File: src/rtl/sts_pkg.sv
package sts_pkg;

  typedef enum logic [2:0] {
    STAGE_MASH    = 3'd0,
    STAGE_MASHOUT = 3'd1,
    STAGE_WAIT    = 3'd2,
    STAGE_BOIL    = 3'd3,
    STAGE_DONE    = 3'd4
  } sts_stage_e;

  localparam logic [1:0] KEY_NONE = 2'd0;
  localparam logic [1:0] KEY_ESC  = 2'd2;

  localparam logic [2:0] REG_MASH_LOW      = 3'd0;
  localparam logic [2:0] REG_MASH_HIGH     = 3'd1;
  localparam logic [2:0] REG_MASH_SECONDS  = 3'd2;
  localparam logic [2:0] REG_MASHOUT_THR   = 3'd3;
  localparam logic [2:0] REG_BOIL_LOW      = 3'd4;
  localparam logic [2:0] REG_BOIL_HIGH     = 3'd5;
  localparam logic [2:0] REG_BOIL_SECONDS  = 3'd6;

  localparam int unsigned TEMP_W = 14;
  localparam int unsigned SEC_W  = 16;
  localparam logic [SEC_W-1:0] SEC_MAX = {SEC_W{1'b1}};

  localparam logic signed [TEMP_W-1:0] MASH_LOW_RST     = 14'sd2320;
  localparam logic signed [TEMP_W-1:0] MASH_HIGH_RST    = 14'sd2400;
  localparam logic        [SEC_W-1:0]  MASH_SECONDS_RST = 16'd60;
  localparam logic signed [TEMP_W-1:0] MASHOUT_THR_RST  = 14'sd2848;
  localparam logic signed [TEMP_W-1:0] BOIL_LOW_RST     = 14'sd3392;
  localparam logic signed [TEMP_W-1:0] BOIL_HIGH_RST    = 14'sd3472;
  localparam logic        [SEC_W-1:0]  BOIL_SECONDS_RST = 16'd90;

  typedef struct packed {
    logic signed [TEMP_W-1:0] mash_low;
    logic signed [TEMP_W-1:0] mash_high;
    logic        [SEC_W-1:0]  mash_seconds;
    logic signed [TEMP_W-1:0] mashout_thr;
    logic signed [TEMP_W-1:0] boil_low;
    logic signed [TEMP_W-1:0] boil_high;
    logic        [SEC_W-1:0]  boil_seconds;
  } sts_cfg_t;

  typedef struct packed {
    sts_stage_e       stage;
    logic             relay;
    logic [SEC_W-1:0] seconds;
    logic             keys_en;
  } sts_state_t;

  // packed so that heater sits in bit 0
  typedef struct packed {
    logic [SEC_W-1:0] seconds;
    logic [2:0]       stage;
    logic             heater;
  } sts_result_t;

endpackage

File: src/rtl/sts_step.sv
module sts_step (
  input  sts_pkg::sts_cfg_t                 cfg_i,
  input  sts_pkg::sts_state_t               state_i,
  input  logic signed [sts_pkg::TEMP_W-1:0] temp_i,
  input  logic                              tick_i,
  input  logic [1:0]                        key_i,
  output sts_pkg::sts_state_t               state_o
);
  import sts_pkg::*;

  logic signed [TEMP_W-1:0] band_lo, band_hi;
  logic [SEC_W-1:0]         band_len;
  sts_state_t               st;

  always_comb begin
    st = state_i;

    // key first
    if (key_i == KEY_ESC) begin
      st.keys_en = 1'b0;
    end else if (key_i != KEY_NONE && state_i.keys_en && state_i.stage == STAGE_WAIT) begin
      st.stage   = STAGE_BOIL;
      st.seconds = '0;
    end

    if (tick_i && st.seconds != SEC_MAX) begin
      st.seconds = st.seconds + 1'b1;
    end

    if (st.stage == STAGE_BOIL) begin
      band_lo  = cfg_i.boil_low;
      band_hi  = cfg_i.boil_high;
      band_len = cfg_i.boil_seconds;
    end else begin
      band_lo  = cfg_i.mash_low;
      band_hi  = cfg_i.mash_high;
      band_len = cfg_i.mash_seconds;
    end

    case (st.stage)
      STAGE_MASH, STAGE_BOIL: begin
        if (temp_i > band_hi) st.relay = 1'b0;
        if (temp_i < band_lo) st.relay = 1'b1;  // on wins if bounds cross
        if (st.seconds > band_len) begin
          st.relay = 1'b0;
          st.stage = (st.stage == STAGE_BOIL) ? STAGE_DONE : STAGE_MASHOUT;
        end
      end
      STAGE_MASHOUT: begin
        if (temp_i > cfg_i.mashout_thr) begin
          st.relay = 1'b0;
          st.stage = STAGE_WAIT;
        end else begin
          st.relay = 1'b1;
        end
      end
      default: begin
      end
    endcase

    state_o = st;
  end

endmodule

File: src/rtl/staged_thermostat_sequencer.sv
// Each result is registered: in the buffer head, or the second word if the head stays full.
// Throughput: one word per cycle; the two-word output buffer keeps s_axis ready
// while one result waits, and stalls input only when both words are held.
// Reset (rst_ni low, asynchronous): stage mash, relay off, counter zero, keys
// enabled, all registers at their default values, output buffer empty.
module staged_thermostat_sequencer (
  input  logic        clk_i,
  input  logic        rst_ni,
  input  logic        cfg_we_i,
  input  logic [2:0]  cfg_idx_i,
  input  logic [15:0] cfg_wdata_i,
  input  logic        s_axis_tvalid_i,
  output logic        s_axis_tready_o,
  input  logic [23:0] s_axis_tdata_i,  // temp_sample[13:0], second_tick, key_event[1:0]
  output logic        m_axis_tvalid_o,
  input  logic        m_axis_tready_i,
  output logic [23:0] m_axis_tdata_o   // heater_on, current_stage[2:0], elapsed_seconds[15:0]
);
  import sts_pkg::*;

  sts_cfg_t    cfg_q;
  sts_state_t  state_q, state_d;
  sts_result_t res, out_q, out_d, skid_q, skid_d;
  logic        out_vq, out_vd, skid_vq, skid_vd;
  logic        in_fire, out_fire;

  assign s_axis_tready_o = !skid_vq;
  assign m_axis_tvalid_o = out_vq;
  assign m_axis_tdata_o  = {4'b0, out_q};
  assign in_fire  = s_axis_tvalid_i && s_axis_tready_o;
  assign out_fire = out_vq && m_axis_tready_i;

  sts_step u_step (
    .cfg_i   (cfg_q),
    .state_i (state_q),
    .temp_i  (s_axis_tdata_i[13:0]),
    .tick_i  (s_axis_tdata_i[14]),
    .key_i   (s_axis_tdata_i[16:15]),
    .state_o (state_d)
  );

  assign res.seconds = state_d.seconds;
  assign res.stage   = state_d.stage;
  assign res.heater  = state_d.relay;

  always_ff @(posedge clk_i or negedge rst_ni) begin
    if (!rst_ni) begin
      cfg_q.mash_low     <= MASH_LOW_RST;
      cfg_q.mash_high    <= MASH_HIGH_RST;
      cfg_q.mash_seconds <= MASH_SECONDS_RST;
      cfg_q.mashout_thr  <= MASHOUT_THR_RST;
      cfg_q.boil_low     <= BOIL_LOW_RST;
      cfg_q.boil_high    <= BOIL_HIGH_RST;
      cfg_q.boil_seconds <= BOIL_SECONDS_RST;
    end else if (cfg_we_i) begin
      case (cfg_idx_i)
        REG_MASH_LOW:     cfg_q.mash_low     <= cfg_wdata_i[13:0];
        REG_MASH_HIGH:    cfg_q.mash_high    <= cfg_wdata_i[13:0];
        REG_MASH_SECONDS: cfg_q.mash_seconds <= cfg_wdata_i;
        REG_MASHOUT_THR:  cfg_q.mashout_thr  <= cfg_wdata_i[13:0];
        REG_BOIL_LOW:     cfg_q.boil_low     <= cfg_wdata_i[13:0];
        REG_BOIL_HIGH:    cfg_q.boil_high    <= cfg_wdata_i[13:0];
        REG_BOIL_SECONDS: cfg_q.boil_seconds <= cfg_wdata_i;
        default: begin
        end
      endcase
    end
  end

  always_ff @(posedge clk_i or negedge rst_ni) begin
    if (!rst_ni) begin
      state_q.stage   <= STAGE_MASH;
      state_q.relay   <= 1'b0;
      state_q.seconds <= '0;
      state_q.keys_en <= 1'b1;
    end else if (in_fire) begin
      state_q <= state_d;
    end
  end

  // two-word output buffer: out is the head, skid the second word
  always_comb begin
    out_vd  = out_vq;
    skid_vd = skid_vq;
    out_d   = out_q;
    skid_d  = skid_q;
    if (out_fire) begin
      if (skid_vq) begin
        out_d   = skid_q;
        skid_vd = 1'b0;
      end else begin
        out_vd = 1'b0;
      end
    end
    if (in_fire) begin
      if (!out_vd) begin
        out_vd = 1'b1;
        out_d  = res;
      end else begin
        skid_vd = 1'b1;
        skid_d  = res;
      end
    end
  end

  always_ff @(posedge clk_i or negedge rst_ni) begin
    if (!rst_ni) begin
      out_vq  <= 1'b0;
      skid_vq <= 1'b0;
    end else begin
      out_vq  <= out_vd;
      skid_vq <= skid_vd;
    end
  end

  always_ff @(posedge clk_i) begin
    out_q  <= out_d;
    skid_q <= skid_d;
  end

`ifndef NO_ASSERTIONS
  a_skid_behind_head: assert property (@(posedge clk_i) disable iff (!rst_ni)
    skid_vq |-> out_vq)
    else $error("skid word held with empty head");

  a_keys_stay_off: assert property (@(posedge clk_i) disable iff (!rst_ni)
    !state_q.keys_en |=> !state_q.keys_en)
    else $error("keys re-enabled without reset");

  a_done_sticks: assert property (@(posedge clk_i) disable iff (!rst_ni)
    state_q.stage == STAGE_DONE |=> state_q.stage == STAGE_DONE)
    else $error("left done stage");

  a_accept_gives_word: assert property (@(posedge clk_i) disable iff (!rst_ni)
    in_fire |=> out_vq)
    else $error("accepted word produced no result");

  a_no_drop: assert property (@(posedge clk_i) disable iff (!rst_ni)
    (out_vq && !out_fire) |=> out_vq)
    else $error("pending result lost");
`endif

endmodule

File: config.mk
export PLATFORM = sky130hd
export DESIGN_NAME = staged_thermostat_sequencer
export DESIGN_NICKNAME = d
export VERILOG_FILES = /design/src/rtl/sts_pkg.sv /design/src/rtl/sts_step.sv /design/src/rtl/staged_thermostat_sequencer.sv
export SDC_FILE = /design/constraint.sdc
export NUM_CORES = 1
export LEC_CHECK = 0
export BUFFER_PORTS_ARGS = -buffer_cell sky130_fd_sc_hd__buf_2
export CELL_PAD_IN_SITES_DETAIL_PLACEMENT = 1
export CELL_PAD_IN_SITES_GLOBAL_PLACEMENT = 1
export CORE_UTILIZATION = 44
export DETAILED_ROUTE_END_ITERATION = 7
export GPL_TIMING_DRIVEN = 1
export PLACE_DENSITY = 0.73
export SYNTH_ARGS = -nofsm -noshare
export SYNTH_HDL_FRONTEND = slang
export SYNTH_HIERARCHICAL = 1
export SYNTH_SLANG_ARGS = --single-unit
File: constraint.sdc
create_clock -name clk_i -period 3.3 [get_ports clk_i]
set_input_delay 0.66 -clock clk_i [delete_from_list [all_inputs] [get_ports clk_i]]
set_output_delay 0.66 -clock clk_i [all_outputs]
set_load 0.01 [all_outputs]
* After elaboration in Yosys (flattened, before gate mapping)
Cells that the tools add are included.
** Word-level totals
- Bits of input ports :: 48
- Logic and storage cells :: 79
- Register bits :: 165
** Operators by class
- Reductions and logical operators :: 19
- Equality and inequality tests :: 11
- Order comparisons :: 4
- Mux-type cells :: 25
- $add $sub $neg :: 1
** Operators with widths (count)
- 20-bit 2-to-1 mux :: 4
- 16-bit 2-to-1 mux :: 4
- 14-bit greater-than comparator :: 2
- 14-bit 2-to-1 mux :: 2
- 2-bit AND reduction :: 9
- 16-bit by 1-bit adder with 16-bit output (second input constant) :: 1
- 16-bit greater-than comparator :: 1
- 16-bit inequality test (second input constant) :: 1
- 14-bit < comparator :: 1
- 3-bit by 2-bit == test with 1-bit output (second input constant) :: 4
- 3-bit 2-to-1 mux :: 4
- 3-bit == test (second input constant) :: 3
- 1-bit 2-to-1 mux :: 9
- 4-bit case mux with 2 select lines :: 1
- 3-bit by 1-bit == test with 1-bit output (second input constant) :: 2
- 3-bit logical NOT :: 2
- 1-bit logical AND :: 5
- 4-bit 2-to-1 mux :: 1
- 2-bit == test (second input constant) :: 1
- 2-bit nonzero test :: 1
- 2-bit OR reduction :: 1
- 1-bit logical NOT :: 1

* Logic depth before layout (Yosys ltp)
Gate-level depths: netlist of run 1.
- Word-level depth :: 14
- Gate-level depth with buffers :: 16
- Depth with buffers taken out :: 15

* Modules after synthesis
The synthesis of run 1 kept the hierarchy.
** By module, submodules not included
- staged_thermostat_sequencer :: sequential area each 4165.2 um^2, cells each 414, area an instance 6200.9 um^2, instances 1
- sts_step :: sequential area each 0.0 um^2, cells each 298, area an instance 2333.5 um^2, instances 1

* Worst setup path before layout of run 1
Ideal clock, no wire load.
- Path type :: input -> register
- From :: input s_axis_tdata_i[15]
- To :: register out_q (netlist bit m_axis_tdata_o[1])
- Arrival time :: 3730 ps
- Path slack :: -504 ps
- Setup time :: 74 ps
- Stages on the path :: 16
- Cell sequence :: nand2_1 nor3_2 or3_1 clkbuf_1 nand4_1 xor2_1 nor2_1 ha_1 nand4_1 nor4_1 a21boi_0 o41a_2 mux2i_1 a2111oi_0 nor3_1 a31oi_1
** RTL lines
- start, declared :: line staged_thermostat_sequencer.sv:14 : input logic [23:0] s_axis_tdata_i,
- end signal, assigned :: line staged_thermostat_sequencer.sv:117 : out_q <= out_d;
- end, declared :: line staged_thermostat_sequencer.sv:23 : sts_result_t res, out_q, out_d, skid_q, skid_d;

==> results of run 1 <==
-- kinds of logic (layout without fill, tap and decap cells) --
family,after synthesis,after routing,synth area share
flip-flops,165,165,0.4881
multiplexers,169,169,0.2165
adder cells (fa/ha/maj),57,57,0.08356
buffers and inverters,59,216,0.03035
XOR/XNOR,10,10,0.01026
AND/OR/NAND/NOR,168,168,0.1051
AO/OA/AOI/OAI,83,83,0.06568
other,1,4,0.0004394
-- worst max path at each step --
| stage | to | from | depth (start not counted) | slack (ns) |
|---|---|---|---|---|
| finish | state_q[17]$_DFFE_PN0P_ | state_q[15]$_DFFE_PN0P_ | 16 | -0.58 |
| global route | state_q[17]$_DFFE_PN0P_ | state_q[14]$_DFFE_PN0P_ | 16 | -0.75 |
| CTS | m_axis_tdata_o[1]$_DFF_P_ | state_q[2]$_DFFE_PN0P_ | 16 | -0.54 |
| detailed placement | m_axis_tdata_o[1]$_DFF_P_ | s_axis_tdata_i[15] | 17 | -0.75 |
| global placement | m_axis_tdata_o[0]$_DFF_P_ | s_axis_tdata_i[15] | 16 | -0.58 |
| floorplan | m_axis_tdata_o[0]$_DFF_P_ | state_q[1]$_DFFE_PN0P_ | 15 | -0.26 |
-- layout make-up --
cell class	instances	area (um2)
clock buffers	21	470.5
fillers	1972	8299
well taps	260	325.3
multi-input cells	491	4288
flip-flops and latches	165	4165
repair buffers	156	1056
inverters	28	105.1
clock inverters	11	121.4
-- cell usage in the layout (no fill, tap or decap), types with 28 or more instances in the layout --
cell type    n
buf_2       61
buf_4       92
dfrtp_1     96
dfstp_2     29
ha_1        57
inv_1       28
mux2_2     125
mux2i_1     43
nand2_1     60
-- synthesized netlist by cell type (all sizes together), types with 2 or more instances --
cell | instances | area share
buf | 18 | 0.012
dfxtp | 20 | 0.047
a31oi | 20 | 0.015
nor3b | 2 | 0.0037
and3 | 4 | 0.0029
nor2b | 4 | 0.0029
dfrtp | 96 | 0.28
o22ai | 2 | 0.0015
nand4 | 11 | 0.0098
and4 | 4 | 0.0044
nand4b | 4 | 0.0041
a21o | 8 | 0.0070
a211oi | 2 | 0.0018
edfxtp | 20 | 0.070
xnor2 | 3 | 0.0031
mux2 | 125 | 0.16
xor2 | 7 | 0.0072
inv | 28 | 0.012
o21ai | 8 | 0.0047
nand2 | 62 | 0.027
dfstp | 29 | 0.089
a21boi | 3 | 0.0026
o21a | 3 | 0.0026
o31ai | 2 | 0.0018
a21oi | 23 | 0.013
nand3 | 15 | 0.0088
nand2b | 6 | 0.0044
mux2i | 44 | 0.052
nor4 | 3 | 0.0029
ha | 57 | 0.084
nor3 | 27 | 0.018
or2 | 2 | 0.0015
nor2 | 14 | 0.0062
or3 | 6 | 0.0048
clkbuf | 13 | 0.0057
-- stage by stage --
stage	setup TNS (ns)	setup WS [ns]	util	power, uW	cell area (um2)
after detailed placement	-7.181	-0.7525	0.5152	5256	9701
after global routing	-7.582	-0.7515	0.5593	7843	10530
final	-5.581	-0.5845	0.5593	7416	10530
after floorplan	-1.055	-0.2635	-	4329	8583
after global placement	-5.317	-0.5751	0.5152	5094	9701
after CTS	-4.890	-0.5397	0.5532	7434	10420
-- power breakdown --
| part | switching (uW) | internal (uW) | total, uW | leakage [uW] |
|---|---|---|---|---|
| registers | 277 | 2630 | 2910 | 0.00184 |
| clock network | 835 | 1180 | 2010 | 0.000286 |
| logic | 1280 | 1210 | 2500 | 0.00285 |
| total | 2390 | 5020 | 7420 | 0.00497 |
-- what timing repair did --
| action | in CTS | in global routing |
|---|---|---|
| setup buffers | 6 | 9 |
| resized for setup | 15 | 11 |
| endpoints found under the setup margin | 12 | 12 |
| endpoints found under the hold margin | 0 | 0 |
| pin swaps | 15 | 14 |
-- sequential cells by signal (all words and copies together), names as in the netlist --
| name | flops |
|---|---|
| cfg_q | 102 |
| m_axis_tdata_o | 20 |
| m_axis_tvalid_o | 1 |
| skid_q | 20 |
| skid_vq | 1 |
| state_q | 21 |
-- critical path, delay by kind of cell (launching register included) --
| kind | cells | cell delay, ns |
|---|---|---|
| buf+inv | 2 | 0.36 |
| fa+ha+maj | 1 | 0.27 |
| xor+xnor | 1 | 0.13 |
| flops | 1 | 0.38 |
| compound gates | 4 | 1.35 |
| mux | 1 | 0.13 |
| simple gates | 7 | 1.21 |
-- routing by layer --
metal | track usage | vias to the layer above | share of wire | wire [um]
met3 | 0.03949 | 44 | 0.026 | 589
met1 | 0.2704 | 3158 | 0.42 | 9271
li1 | - | 2890 | - | -
met5 | 0 | - | 0 | 0
met2 | 0.4281 | 108 | 0.54 | 11940
met4 | 0.09153 | 0 | 0.021 | 462
==> impl_metrics.py, run 1 <==
metrics = {
    "detailed_routing": {
        "dr.pass1.iters": 4,
        "vias_per_cell": 5.477,
        "drc_errors": 0,
        "routedWlPerCell_um": 19.67,
        "drt_wl_total_mm": 22.27,
        "drtAntennaViolNets": 0,
        "vias": 6200,
        "drt_iter0_markers": 253,
    },
    "flow_run": {
        "max-cap-violations": 0,
    },
    "critical_path": {
        "critical_path.slowest_cell": "o41a_2",
        "ff2ff_setup_slack_ns": -0.58,
        "cp_slowest_stage_delay_ns": 0.52,
        "required_ns": 3.67,
        "rr_endpoint": "state_q[17]$_DFFE_PN0P_",
        "start_kind": "flip-flop",
        "reg2reg_depth": 16,
        "crit_chain": "and4_4, nand3_2, o41ai_4, buf_4, nor3_1, xnor2_1, nor2_1, ha_1, nand2_2, nor4_2, a21boi_1, o41a_2, or4_4, o221ai_4, buf_4, mux2_2",
        "crit_top_cell": "buf_4",
        "worstSetupPathType": "reg2reg",
        "r2r-start": "state_q[15]$_DFFE_PN0P_",
        "crit_arrival_ns": 4.26,
        "crit_path_end_kind": "flip-flop",
        "crit_fanout": 4,
    },
    "clocking": {
        "cts_tree": "yes",
        "cts.clk_slew.worst_paths_ns": 0.07,
        "insertion_delay_ns": 0.43,
        "cts_hold_buffers": 0,
        "htree_num_levels": 4,
        "cts_buffers": 17,
        "cts_root_buf": "clkbuf_16",
        "cts.sinks": 165,
        "clk_path_buf_depth": 2,
    },
    "synthesis": {
        "ys_warn_count": 6,
        "synth_seq_area_share": 0.4881,
        "syn_area_um2": 8534,
        "syn_avg_cell_area_um2": 11.99,
        "ys_ff_latch": 165,
        "synth-edff-count": 20,
        "synthArstFlopShare": 0.7576,
        "synth_cells": 712,
        "synth_flop_cell": "dfrtp_1",
        "synth_cell_types": 59,
    },
    "global_route": {
        "overflow": 0,
        "grt_max_degree": 61,
        "grt_pass1_wl_mm": 35.39,
        "grtUsageTotal": 0.2334,
        "first_global_vias": 6834,
        "antenna_found_initial": 0,
    },
    "floorplanning": {
        "core_um2": 18830,
        "die_h_um": 141.3,
        "die_area_um2": 19960,
        "std_cell_rows": 50,
        "start_util": 0.4532,
        "ios": 74,
        "die_x_um": 141.3,
    },
    "timing": {
        "finClkSkew_ns": 0.007014,
        "setup_slack_ns": -0.5845,
        "fin_crit_ns": 3.885,
        "relSlewSlack": 0.3840,
        "hold_ws_ns": 0.3167,
        "hold_viol_final": 0,
        "max_freq_ghz": 0.2574,
        "rsz0062_at_grt": "true",
        "setup_viol": 12,
        "period_share": 1.177,
        "worstMarginPinSlew_ns": 0.9191,
        "drv_slew": 0,
    },
    "place": {
        "dpl.cell_count": 1085,
        "port_buffers": 62,
        "dpl.hpwl_mm": 15.44,
        "place.gp.congestion": 0.8458,
    },
    "power": {
        "p_leak_uw": 0.004973,
        "p_per_area_nw_per_um2": 704.2,
        "vdd_drop_max_mv": 0.3784,
    },
    "status": {
        "violations": "negative setup slack",
        "status": "complete, but fails checks",
    },
    "finish": {
        "synthToLayoutAreaGrowth_pct": 23.40,
        "nNetsFinal": 964,
        "layout.cells.non_filler": 1132,
        "diodes": 0,
        "drive_above_1_share": 0.4381,
    },
    "worst_hold_path": {
        "hold_class": "in2async",
    },
}
(Power assumes the default switching activity.)
==> run 2, diff against run 1 <==
--- a/config.mk
+++ b/config.mk
@@ -8,10 +8,11 @@
 export BUFFER_PORTS_ARGS = -buffer_cell sky130_fd_sc_hd__buf_2
 export CELL_PAD_IN_SITES_DETAIL_PLACEMENT = 1
 export CELL_PAD_IN_SITES_GLOBAL_PLACEMENT = 1
-export CORE_UTILIZATION = 44
+export CORE_UTILIZATION = 45
+export CTS_BUF_LIST = sky130_fd_sc_hd__clkbuf_4 sky130_fd_sc_hd__clkbuf_8
 export DETAILED_ROUTE_END_ITERATION = 7
 export GPL_TIMING_DRIVEN = 1
-export PLACE_DENSITY = 0.73
+export PLACE_DENSITY = 0.75
 export SYNTH_ARGS = -nofsm -noshare
 export SYNTH_HDL_FRONTEND = slang
 export SYNTH_HIERARCHICAL = 1
==> run 2 against run 1 <==
The flow still finishes with violations (negative setup slack). Total power is 6.9% lower. Count of clock-buffer cells in the layout is 4 lower. Critical path depth stayed put. Worst hold slack worse by 0.20 ns. First-iteration DRC count is 39% higher. Register-to-register slack better by 0.11 ns. Via count is 0.19% higher. Sequential power hardly changed. Non-clock buffer count is 4 lower. Sequential cell count stayed put. Final cell count is 3.1% lower. Sequential share of layout area is 0.81 points higher. Critical path type unchanged.
==> impl_metrics.py, run 2 (synthesized netlist as in run 1, its figures left out) <==
metrics = {
    "status": {
        "status": "complete, but fails checks",
        "violations": "negative setup slack",
    },
    "finish": {
        "drive_above_1_share": 0.4355,
        "synthToLayoutAreaGrowth_pct": 20.93,
        "multiInputGateArea_um2": 4319,
        "n_fill_cell": 1916,
        "ff_latch_area_um2": 4165,
        "diodes": 0,
        "final_cell_mix": "mux2_2 (124), dfrtp_1 (96), buf_4 (83)",
        "final_common_cell": "mux2_2",
        "largest_reg_flops": 102,
        "nNetsFinal": 960,
        "final_util": 0.5649,
        "top_regs": "cfg_q: 102 flops, state_q: 21 flops",
        "largest-register": "cfg_q",
    },
    "place": {
        "dp_slack_ns": -0.8140,
        "dpl.hpwl_mm": 15.56,
        "place.gp.congestion": 0.8651,
        "port_buffers": 62,
    },
    "critical_path": {
        "required_ns": 3.68,
        "start_kind": "flip-flop",
        "worstSetupPathType": "reg2reg",
        "crit_arrival_ns": 4.15,
        "crit_fanout": 6,
        "crit_path_end_kind": "flip-flop",
    },
    "clocking": {
        "htree_num_levels": 4,
        "cts_root_buf": "clkbuf_8",
        "cts.clk_slew.worst_paths_ns": 0.09,
        "cts_buffers": 17,
        "clk_path_buf_depth": 2,
        "cts.sinks": 165,
        "insertion_delay_ns": 0.46,
        "cts_tree": "yes",
    },
    "timing": {
        "period_share": 1.143,
        "setup_slack_ns": -0.4731,
        "hold_viol_final": 0,
        "fin_crit_ns": 3.773,
        "relSlewSlack": 0.4062,
        "max_freq_ghz": 0.2650,
        "setup_viol": 12,
        "rsz0062_at_grt": "true",
        "worstMarginPinSlew_ns": 0.8860,
        "finClkSkew_ns": 0.01381,
        "drv_slew": 0,
    },
    "detailed_routing": {
        "drt_iter0_markers": 351,
        "vias": 6212,
        "drtAntennaViolNets": 0,
        "vias_per_cell": 5.663,
        "routedWlPerCell_um": 19.87,
        "dr.pass1.iters": 4,
        "drt_wl_total_mm": 21.80,
        "drc_errors": 0,
    },
    "floorplanning": {
        "std_cell_rows": 49,
        "die_h_um": 139.7,
        "die_area_um2": 19520,
        "die_x_um": 139.7,
        "core_um2": 18270,
        "start_util": 0.4671,
        "ios": 74,
    },
    "global_route": {
        "overflow": 0,
        "grt_pass1_wl_mm": 35.13,
        "grtUsageTotal": 0.2321,
        "first_global_vias": 6840,
        "antenna_found_initial": 0,
        "grt_max_degree": 59,
    },
    "flow_run": {
        "max-cap-violations": 0,
    },
    "power": {
        "p_leak_uw": 0.004889,
        "vdd_drop_max_mv": 0.2791,
        "p_per_area_nw_per_um2": 668.9,
    },
    "worst_hold_path": {
        "hold_class": "in2async",
    },
}
## run 2: per-layer routing
| metal | wire, um | GRT usage | share of wire |
|---|---|---|---|
| met1 | 9340 | 0.2741 | 0.43 |
| met2 | 11500 | 0.4345 | 0.53 |
| met3 | 575 | 0.03372 | 0.026 |
| met4 | 386 | 0.06536 | 0.018 |
| met5 | 0 | 0 | 0 |
## run 2: critical path, stage by stage, from the launching register on
cell      delay (ns)
dfstp_2         0.57
nand2_4         0.09
nor3_4          0.21
buf_4           0.16
or3_4           0.15
nand4_1         0.14
xor2_1          0.22
nor2_1          0.09
ha_1            0.34
nand4_1         0.20
nor4_2          0.07
a21boi_1        0.13
o41a_2          0.42
or4_4           0.45
o221ai_4        0.23
nor3_2          0.06
a31oi_1         0.17
## run 2: final cells by class
| cell class | count | share of cell area |
|---|---|---|
| clock buffers | 17 | 0.02267 |
| clock inverters | 15 | 0.01527 |
| inverters | 28 | 0.01018 |
| multi-input cells | 491 | 0.4185 |
| flip-flops and latches | 165 | 0.4036 |
| well taps | 229 | 0.02776 |
| repair buffers | 152 | 0.1021 |
## run 2: worst paths after layout
check,to,from,slack [ns],depth (start not counted)
max reg2reg,m_axis_tdata_o[0]$_DFF_P_,state_q[0]$_DFFE_PN1P_,-0.47,16
max in group asynchronous,cfg_q[3]$_DFFE_PN1P_,rst_ni,2.47,2
max,m_axis_tdata_o[0]$_DFF_P_,state_q[0]$_DFFE_PN1P_,-0.47,16
min,m_axis_tvalid_o$_DFF_PN0_,rst_ni,0.11,1
min reg2reg,m_axis_tdata_o[18]$_DFF_P_,m_axis_tdata_o[18]$_DFF_P_,0.48,2
min in group clk_i,skid_vq$_DFF_PN0_,m_axis_tready_i,0.44,2
## run 2: stage by stage
| step | power (uW) | instances | TNS (ns) | hold slack (ns) | cell area [um2] |
|---|---|---|---|---|---|
| 3_5_place_dp | 5279 | 1051 | -7.333 | 0.4662 | 9652 |
| 5_1_grt | 7298 | 1097 | -5.446 | 0.1069 | 10320 |
| 6_report | 6904 | 1097 | -4.040 | 0.1137 | 10320 |
| 4_1_cts | 6869 | 1093 | -3.644 | 0.08882 | 10210 |
| 2_1_floorplan | 4329 | 715 | -1.055 | 0.3644 | 8583 |
| 3_3_place_gp | 5089 | 1051 | -4.936 | 0.4596 | 9652 |
## run 2: timing repair
item | 4_1_cts | 5_1_grt
buffers inserted | 10 | 4
gates resized for setup | 18 | 17
pin swaps | 15 | 5
hold buffers | 0 | 0
setup endpoints to repair | 12 | 12
gates cloned | 0 | 0
## run 2: report_power, final
| part | internal, uW | total, uW | leakage, uW | switching, uW |
|---|---|---|---|---|
| sequential | 2630 | 2900 | 0.00184 | 276 |
| combinational | 1230 | 2520 | 0.00285 | 1300 |
| clock | 632 | 1480 | 0.000200 | 844 |
| total | 4490 | 6900 | 0.00489 | 2420 |
